### config.mk
export PLATFORM = sky130hd
export DESIGN_NAME = finite_automaton_string_matcher_top
export DESIGN_NICKNAME = d
export VERILOG_FILES = /design/src/rtl/fasm_pkg.sv /design/src/rtl/fasm_cell.sv /design/src/rtl/finite_automaton_string_matcher_top.sv
export SDC_FILE = /design/constraint.sdc
export NUM_CORES = 1
export LEC_CHECK = 0
export ABC_AREA = 0
export BUFFER_PORTS_ARGS = -buffer_cell sky130_fd_sc_hd__buf_2
export CORE_AREA = 2 2 223 225
export CTS_CLUSTER_SIZE = 20
export DETAILED_ROUTE_END_ITERATION = 8
export DIE_AREA = 0 0 225 227
export PLACE_DENSITY_LB_ADDON = 0.2
export SETUP_SLACK_MARGIN = 0.4
export SYNTH_ARGS = -nofsm -noshare
export SYNTH_HDL_FRONTEND = slang
export SYNTH_SLANG_ARGS = --single-unit
### constraint.sdc
create_clock -name clk -period 11.1 [get_ports clk]
set_input_delay 2.22 -clock clk [delete_from_list [all_inputs] [get_ports clk]]
set_output_delay 2.22 -clock clk [all_outputs]
set_load 0.01 [all_outputs]
### src/rtl/fasm_pkg.sv
package fasm_pkg;

  localparam int MAX_PATTERN = 32;
  localparam int PAT_IDX_W   = $clog2(MAX_PATTERN);
  localparam int LEN_W       = 6;
  localparam int INDEX_BITS  = 32;
  localparam int COUNT_W     = 32;
  localparam int BYTE_W      = 8;
  localparam int CFG_W       = 64;
  localparam int PAT_REGS    = 4;
  localparam int CFG_IDX_W   = 3;

  typedef enum logic [CFG_IDX_W-1:0] {
    REG_PAT_0_7   = 3'd0,
    REG_PAT_8_15  = 3'd1,
    REG_PAT_16_23 = 3'd2,
    REG_PAT_24_31 = 3'd3,
    REG_PAT_LEN   = 3'd4
  } cfg_reg_t;

  typedef struct packed {
    logic              advance;
    logic [BYTE_W-1:0] text_byte;
  } cell_ctl_t;

endpackage

### src/rtl/fasm_cell.sv
module fasm_cell (
  input  logic                       clk,
  input  logic                       rst,
  input  fasm_pkg::cell_ctl_t        ctl,
  input  logic                       enable,
  input  logic [fasm_pkg::BYTE_W-1:0] pat_byte,
  input  logic                       prev,
  output logic                       active,
  output logic                       active_next
);
  import fasm_pkg::*;

  assign active_next = prev & enable & (pat_byte == ctl.text_byte);

  always_ff @(posedge clk) begin
    if (rst) begin
      active <= 1'b0;
    end else if (ctl.advance) begin
      active <= active_next;
    end
  end

endmodule

### src/rtl/finite_automaton_string_matcher_top.sv
// A result is registered as its text item is accepted and is presented in the next cycle.
// Throughput: one item per cycle while results are taken; a chain of 32 match cells updates in one step.
// A waiting result stalls input only while the downstream side holds ready low.
// Reset (rst, synchronous) clears pattern, length, prefixes, position and count.
module finite_automaton_string_matcher_top (
  input  logic                          clk,
  input  logic                          rst,
  input  logic                          cfg_we,
  input  logic [fasm_pkg::CFG_IDX_W-1:0] cfg_index,
  input  logic [fasm_pkg::CFG_W-1:0]    cfg_data,
  input  logic                          text_valid,
  output logic                          text_ready,
  input  logic [fasm_pkg::BYTE_W-1:0]   text_byte,
  input  logic                          text_start,
  output logic                          match_valid,
  input  logic                          match_ready,
  output logic                          match_found,
  output logic [fasm_pkg::INDEX_BITS-1:0] match_start,
  output logic [fasm_pkg::COUNT_W-1:0]  match_total,
  output logic [fasm_pkg::LEN_W-1:0]    prefix_length
);
  import fasm_pkg::*;

  logic [PAT_REGS-1:0][CFG_W-1:0]     pat_regs;
  logic [LEN_W-1:0]                   pat_len;
  logic [MAX_PATTERN-1:0][BYTE_W-1:0] pat_bytes;
  logic [LEN_W-1:0]                   len_eff;
  logic [PAT_IDX_W-1:0]               len_m1;
  logic [MAX_PATTERN-1:0]             enable;
  logic [MAX_PATTERN-1:0]             prev;
  logic [MAX_PATTERN-1:0]             active;
  logic [MAX_PATTERN-1:0]             active_next;
  logic [INDEX_BITS-1:0]              text_position;
  logic [INDEX_BITS-1:0]              pos_eff;
  logic [COUNT_W-1:0]                 match_counter;
  logic [COUNT_W-1:0]                 cnt_eff;
  logic [COUNT_W-1:0]                 match_counter_next;
  logic [LEN_W-1:0]                   longest;
  logic                               found;
  logic                               accept;
  cell_ctl_t                          ctl;

  assign text_ready = !match_valid || match_ready;
  assign accept     = text_valid && text_ready;
  assign pat_bytes  = pat_regs;
  assign len_eff    = (pat_len > LEN_W'(MAX_PATTERN)) ? LEN_W'(MAX_PATTERN) : pat_len;
  assign len_m1     = PAT_IDX_W'(len_eff - LEN_W'(1));

  assign ctl.advance   = accept;
  assign ctl.text_byte = text_byte;

  always_ff @(posedge clk) begin
    if (rst) begin
      pat_regs <= '0;
      pat_len  <= '0;
    end else if (cfg_we) begin
      unique case (cfg_index)
        REG_PAT_0_7:   pat_regs[0] <= cfg_data;
        REG_PAT_8_15:  pat_regs[1] <= cfg_data;
        REG_PAT_16_23: pat_regs[2] <= cfg_data;
        REG_PAT_24_31: pat_regs[3] <= cfg_data;
        REG_PAT_LEN:   pat_len     <= cfg_data[LEN_W-1:0];
        default: ;
      endcase
    end
  end

  for (genvar k = 0; k < MAX_PATTERN; k++) begin : g_cell
    assign enable[k] = LEN_W'(k) < len_eff;
    if (k == 0) begin : g_head
      assign prev[k] = 1'b1;
    end else begin : g_link
      assign prev[k] = active[k-1] & ~text_start;
    end
    fasm_cell u_cell (
      .clk         (clk),
      .rst         (rst),
      .ctl         (ctl),
      .enable      (enable[k]),
      .pat_byte    (pat_bytes[k]),
      .prev        (prev[k]),
      .active      (active[k]),
      .active_next (active_next[k])
    );
  end

  always_comb begin
    longest = '0;
    for (int k = 0; k < MAX_PATTERN; k++) begin
      if (active_next[k]) begin
        longest = LEN_W'(k + 1);
      end
    end
  end

  assign pos_eff = text_start ? '0 : text_position;
  assign cnt_eff = text_start ? '0 : match_counter;
  assign found   = (len_eff != '0) && active_next[len_m1];
  assign match_counter_next = (found && (cnt_eff != '1)) ? cnt_eff + COUNT_W'(1) : cnt_eff;

  always_ff @(posedge clk) begin
    if (rst) begin
      text_position <= '0;
      match_counter <= '0;
      match_valid   <= 1'b0;
    end else begin
      if (accept) begin
        text_position <= pos_eff + INDEX_BITS'(1);
        match_counter <= match_counter_next;
        match_valid   <= 1'b1;
      end else if (match_ready) begin
        match_valid   <= 1'b0;
      end
    end
  end

  always_ff @(posedge clk) begin
    if (accept) begin
      match_found   <= found;
      match_start   <= found ? pos_eff - INDEX_BITS'(len_m1) : '0;
      match_total   <= match_counter_next;
      prefix_length <= longest;
    end
  end

endmodule

==> run_results.csv, run 1 <==
group,metric,value,unit
run_status,status,"finished clean",
sta,drv_slew,0,
critical_path,critPathMaxStageDelay,600,ps
critical_path,cp-start-kind,"primary input",
synth,ys.warnings.count,0,
pwr,peakVddDrop,0.000110,V
route,totalWireLength,66500,microns
sta,fin_crit,6440,ps
layout,synthToLayoutAreaGrowth,12.1,%
clock_network,cts_buffer_depth,3,
synth,yosysTopAreaCell,"dfxtp_1",
clock_network,postCtsHoldBufs,0,
synth,syn_inst,2730,
synth,synthArstFlopShare,0,
clock_network,htreeDepth,2,
synth,synth_top_area_frac,0.330,
pwr,power.total,3.47,mW
sta,worst_pin_slew,1120,ps
synth,yosysMostFrequentCell,"nand2_1",
layout,finalNonFillerCells,3439,
clock_network,cts_tree,"done",
critical_path,critical_path_class,"primary input to flip-flop",
synth,synthTopCellsByCount,"675 x nand2_1, 358 x dfxtp_1, 345 x a21oi_1, 235 x xnor2_1, 149 x nor2_1",
layout,antenna_cells,0,
synth,ys_seq_area_frac,0.428,
placed_design,dpl.hpwl,42700,microns
route,vias,19500,
layout,fin_nets,2871,
critical_path,cp.required,11550,ps
floorplan,core,48500,sq um
sta,finalCritPeriodShare,0.580,
critical_path,path_cells,"buf_2, buf_4, clkinv_1, buf_4, o21ai_1, nor4_1, mux4_2, nand2_1, o311a_1, a22oi_4, nand2_2, buf_4, clkinv_1, a311oi_1, a31o_2",
synth,synth_edf_count,71,
layout,post-route-util,0.502,
synth,synth_flop_cell,"dfxtp_1",
pwr,p_per_area,142,nW/um^2
global_route,first_global_vias,18500,
clock_network,cts_resized,0,
sta,fmax,0.155,GHz
synth,synthTopCellsByArea,"dfxtp_1 33%, nand2_1 12%, edfxtp_1 9.8%",
critical_path,crit_slowest_cell,"buf_4",
critical_path,cpMostUsedCell,"buf_4",
global_route,grt_pass1_wl,104000,microns
pwr,swShare,0.251,
placed_design,dp_slack,4140,ps
synth,syn-num-nets,2821,
pwr,pwr-share-clk,0.444,
route,dr.pass1.iters,5,
critical_path,worstSetupEndpointType,"flip-flop",
layout,multi_input_area,11600,sq um
floorplan,pin_count,154,
sta,holdWs,453,ps
global_route,grt_usage,0.257,
sta,max-slew-margin-rel,0.252,
sta,setup_ws,4660,ps
placed_design,dpl_cell_area,22800,sq um
floorplan,dieHeight,227,microns
pwr,switching_power,0.868,mW
floorplan,rows,81,
pwr,p_leak,8.27,nW
global_route,antenna_found_initial,0,
synth,yosysUniqueCellTypes,75,
floorplan,die_area,51100,sq um
pwr,internal-power,2.60,mW
clock_network,clock_sinks,429,
clock_network,clock_latency,600,ps
floorplan,die_x,225,microns
clock_network,cts_root_buf,"clkbuf_16",
route,initialDrtViolationCount,1561,
layout,fill_cells,4741,
clock_network,post_cts_buffers,0,
critical_path,path_buf_inv,6,
critical_path,crit_fanout,76,
worst_hold_path,holdCritPathClass,"flip-flop to flip-flop",
route,routedWlPerCell,19.3,microns
placed_design,place.gp.congestion,0.923,
route,antenna_left,0,
synth,ys_seq_elements,429,
sta,setup_tns,0,ps
layout,fin_area,24300,sq um
placed_design,port_buffers,153,
layout,drive_gt1_frac,0.107,
placed_design,post-place-cells,3353,
critical_path,cp_top_family,"buffers and inverters",
route,vias_per_cell,5.67,
sta,hold_violations,0,
sta,rsz0062_at_grt,"no",
route,drc,0,
run,maxCapViolCount,0,
clock_network,clkTransAtPathRegs,60,ps
critical_path,critPathArrivalTime,6890,ps
pwr,pwr-share-comb,0.084,
layout,ff_latch_area,9300,sq um
sta,finalSetupViolCount,0,
global_route,grt_remaining_overflow,0,
global_route,grt_max_degree,163,
sta,fin_worst_skew,24.5,ps
synth,syn_area,21700,sq um
floorplan,initial_core_util,0.447,
pwr,pwr-share-seq,0.471,
synth,syn-mean-instance-area,7.96,sq um
clock_network,cts_buffers,47,
## cell families after synthesis
family | synth area share
mux | 0.00829
flops | 0.428
simple gates | 0.255
fa+ha+maj | 0.00611
buf+inv | 0.0397
compound gates | 0.139
xor+xnor | 0.124
## registers in the layout, indices dropped and copies added (netlist names)
signal	flops
text_position	32
match_total	32
g_cell.u_cell.active	31
match_valid	1
pat_len	6
match_start	32
prefix_length	6
pat_bytes	256
match_found	1
match_counter	32
## power groups by stage
stage               clock (mW)  combinational (mW)  sequential (mW)
global route              1.63               0.317             1.64
detailed placement           0               0.291             1.67
floorplan                    0               0.180             1.67
finish                    1.54               0.293             1.63
CTS                       1.57               0.292             1.63
global placement             0               0.288             1.67
## placed cells by master (no fill, tap or decap), types with 6 or more instances in the layout
master	netlist	routed
a21oi_1	345	345
a31oi_1	23	23
and2_1	7	6
and3_1	22	21
and4_1	6	6
buf_2	33	152
buf_4	0	37
clkbuf_1	143	7
clkbuf_16	0	48
clkbuf_8	0	8
clkinv_1	4	10
clkinv_2	0	9
dfxtp_1	358	358
edfxtp_1	71	71
ha_1	9	9
inv_1	24	24
mux2i_1	9	9
nand2_1	675	673
nand2b_1	12	12
nand3_1	77	76
nand4_1	60	60
nor2_1	149	147
nor2b_1	37	37
nor3_1	41	41
nor3b_1	7	7
nor4_1	44	44
o211ai_1	26	26
o21ai_0	60	60
o311ai_0	12	12
or2_2	16	15
or3_1	31	31
or4_1	24	24
xnor2_1	235	235
xor2_1	72	72
## path summary, 6_finish.rpt
kind	cells past startpoint	from	slack, ps	endpoint
worst min-delay path	2	g_cell[18].u_cell.active	450	g_cell[18].u_cell.active
worst max register to register	16	pat_len[5]	5250	match_total[10]
worst min register to register	2	g_cell[18].u_cell.active	450	g_cell[18].u_cell.active
worst max-delay path	15	text_start	4660	match_total[10]
## routing by layer
metal	up-vias	GRT usage	wire length, microns
met4	0	0.0940	2100
met3	123	0.0283	3300
met5	-	0	0
met2	586	0.446	32500
met1	9363	0.331	28600
li1	9425	-	-
## final cells by class
| class | instances | share of cell area |
|---|---|---|
| clock inverter | 23 | 0.00709 |
| timing repair buffer | 190 | 0.0433 |
| inverter | 28 | 0.00442 |
| multi-input combinational | 2084 | 0.476 |
| tap | 622 | 0.0320 |
| sequential | 429 | 0.382 |
| clock buffer | 63 | 0.0549 |
## worst min-delay path, delay by kind of cell (launching register included)
kind | cells | cell delay [ps]
compound gates | 1 | 50
flops | 1 | 310
simple gates | 1 | 50
Power figures use the tool's default switching activity.
==> run 2: changes to the inputs <==
Clock period 11.1 ns to 6.6 ns, I/O delays scaled along.
==> run 2 against run 1 <==
  * First-iteration DRC count fell by 4.0%
  * Clock skew rose by 1.8 ps
  * Setup slack got worse by 3500 ps
  * Total power rose by 71%
  * Core utilization rose by 0.40 points
  * Global-route usage rose by 1.1 points
  * Count of clock-buffer cells in the layout rose by 5
  * Critical endpoint unchanged
  * Largest power group unchanged
==> run_results.csv, run 2 (synthesis results as in run 1) <==
group,metric,value,unit
sta,fin_crit,5480,ps
route,drc,0,
clock_network,cts_tree,"done",
global_route,first_global_vias,19100,
layout,fill_cells,4759,
critical_path,cp.required,7060,ps
floorplan,pin_count,154,
sta,worst_pin_slew,1050,ps
layout,mostFrequentLayoutCells,"673 x nand2_1, 358 x dfxtp_1, 345 x a21oi_1, 235 x xnor2_1, 152 x buf_2",
sta,finalSetupViolCount,0,
critical_path,r2r_start,"pat_len[5]",
pwr,pwr-share-clk,0.453,
global_route,use_met3,0.0301,
pwr,internal-power,4.43,mW
critical_path,path_cells,"inv_1, nand2_1, ha_1, or3b_2, or3_1, nand3_1, nor2_1, o311a_1, o221ai_1, a22oi_4, buf_4, nand2_2, clkinv_1, a311oi_1, a31o_2",
critical_path,critical_path_class,"flip-flop to flip-flop",
sta,fin_worst_skew,26.3,ps
global_route,antenna_found_initial,1,
critical_path,critPathMaxStageDelay,620,ps
route,totalWireLength,69100,microns
pwr,swShare,0.253,
sta,fmax,0.182,GHz
sta,finalCritPeriodShare,0.830,
floorplan,core,48500,sq um
clock_network,cts_buffers,48,
critical_path,cp-start-kind,"flip-flop",
clock_network,clkTransAtPathRegs,70,ps
floorplan,die_area,51100,sq um
pwr,power.total,5.93,mW
pwr,p_per_area,242,nW/um^2
layout,fin_nets,2884,
clock_network,post_cts_buffers,0,
route,routedWlPerCell,20.0,microns
run_status,status,"finished clean",
floorplan,die_x,225,microns
clock_network,clock_sinks,429,
run,maxCapViolCount,0,
pwr,switching_power,1.50,mW
route,vias_per_cell,5.77,
floorplan,rows,81,
global_route,met2_usage,0.464,
sta,hold_violations,0,
pwr,pwr-share-comb,0.083,
clock_network,postCtsHoldBufs,0,
pwr,pwr-share-seq,0.463,
layout,drive_gt1_frac,0.115,
route,dr.pass1.iters,5,
sta,rsz0062_at_grt,"no",
worst_hold_path,holdCritPathClass,"flip-flop to flip-flop",
route,initialDrtViolationCount,1499,
sta,drv_slew,0,
critical_path,crit_fanout,50,
sta,max-slew-margin-rel,0.297,
placed_design,port_buffers,153,
layout,largest_register_ff_count,256,
sta,setup_tns,0,ps
pwr,peakVddDrop,0.000213,V
layout,post-route-util,0.506,
global_route,grt_usage,0.268,
clock_network,cts_buffer_depth,3,
global_route,grt_max_degree,201,
clock_network,cts_resized,0,
clock_network,cts_root_buf,"clkbuf_16",
global_route,grt_use_met1,0.347,
global_route,grt_busiest_layer,"met2",
clock_network,clock_latency,590,ps
clock_network,htreeDepth,2,
placed_design,dpl.hpwl,45200,microns
critical_path,worstSetupEndpointType,"flip-flop",
route,antenna_left,0,
worst_hold_path,hold_path.startpoint,"g_cell[28].u_cell.active",
critical_path,critPathLaunch,"pat_len[5]",
critical_path,crit_slowest_cell,"nand2_2",
critical_path,critPathArrivalTime,5940,ps
placed_design,place.gp.congestion,0.926,
global_route,grt_pass1_wl,108000,microns
layout,synthToLayoutAreaGrowth,13.0,%
floorplan,dieHeight,227,microns
pwr,p_leak,8.39,nW
layout,multi_input_area,11600,sq um
route,vias,19900,
layout,ff_latch_area,9300,sq um
global_route,grt_remaining_overflow,0,
layout,layout_commonest_cell,"nand2_1",
floorplan,initial_core_util,0.447,
## run 2: routing by layer
| metal | share of wire | up-vias | wire length (microns) |
|---|---|---|---|
| met1 | 0.43 | 9643 | 30000 |
| met2 | 0.48 | 691 | 33200 |
| li1 | - | 9473 | - |
| met3 | 0.054 | 132 | 3710 |
| met4 | 0.032 | 0 | 2200 |
| met5 | 0 | - | 0 |
## run 2: final cells by class
cell class	instances	share of cell area
multi-input cells	2084	0.473
flip-flops and latches	429	0.379
clock buffers	68	0.0586
repair buffers	202	0.0476
well taps	622	0.0317
clock inverters	21	0.00607
inverters	28	0.00438
diodes	1	0.000102
## run 2: worst paths after layout
check / slack (ps) / cells after the start / endpoint
max: 1120 / 15 / match_total[10]
min: 460 / 2 / g_cell[28].u_cell.active
max reg2reg: 1120 / 15 / match_total[10]
min reg2reg: 460 / 2 / g_cell[28].u_cell.active
## run 2: through the flow
stage          hold WS (ps)  std cells  instance area [sq um]  setup slack, ps
2_1_floorplan           427       2730                  21700              879
3_3_place_gp            435       3365                  23000              784
3_5_place_dp            446       3365                  23000              726
4_1_cts                 456       3454                  24500             1180
5_1_grt                 474       3455                  24500              824
6_report                456       3455                  24500             1120
## run 2: power by group through the flow
stage               logic (mW)  registers [mW]  clock network, mW
finish                   0.495            2.75               2.69
global route             0.537            2.75               2.83
CTS                      0.493            2.75               2.74
detailed placement       0.492            2.81                  0
global placement         0.485            2.81                  0
floorplan                0.302            2.81                  0
## run 2: critical path: cells and delay by family, from the launching register on
| kind | cells | cell delay [ps] |
|---|---|---|
| flip-flops | 1 | 340 |
| AO/OA/AOI/OAI | 5 | 1400 |
| AND/OR/NAND/NOR | 6 | 2140 |
| adder cells (fa/ha/maj) | 1 | 580 |
| buffers and inverters | 3 | 840 |
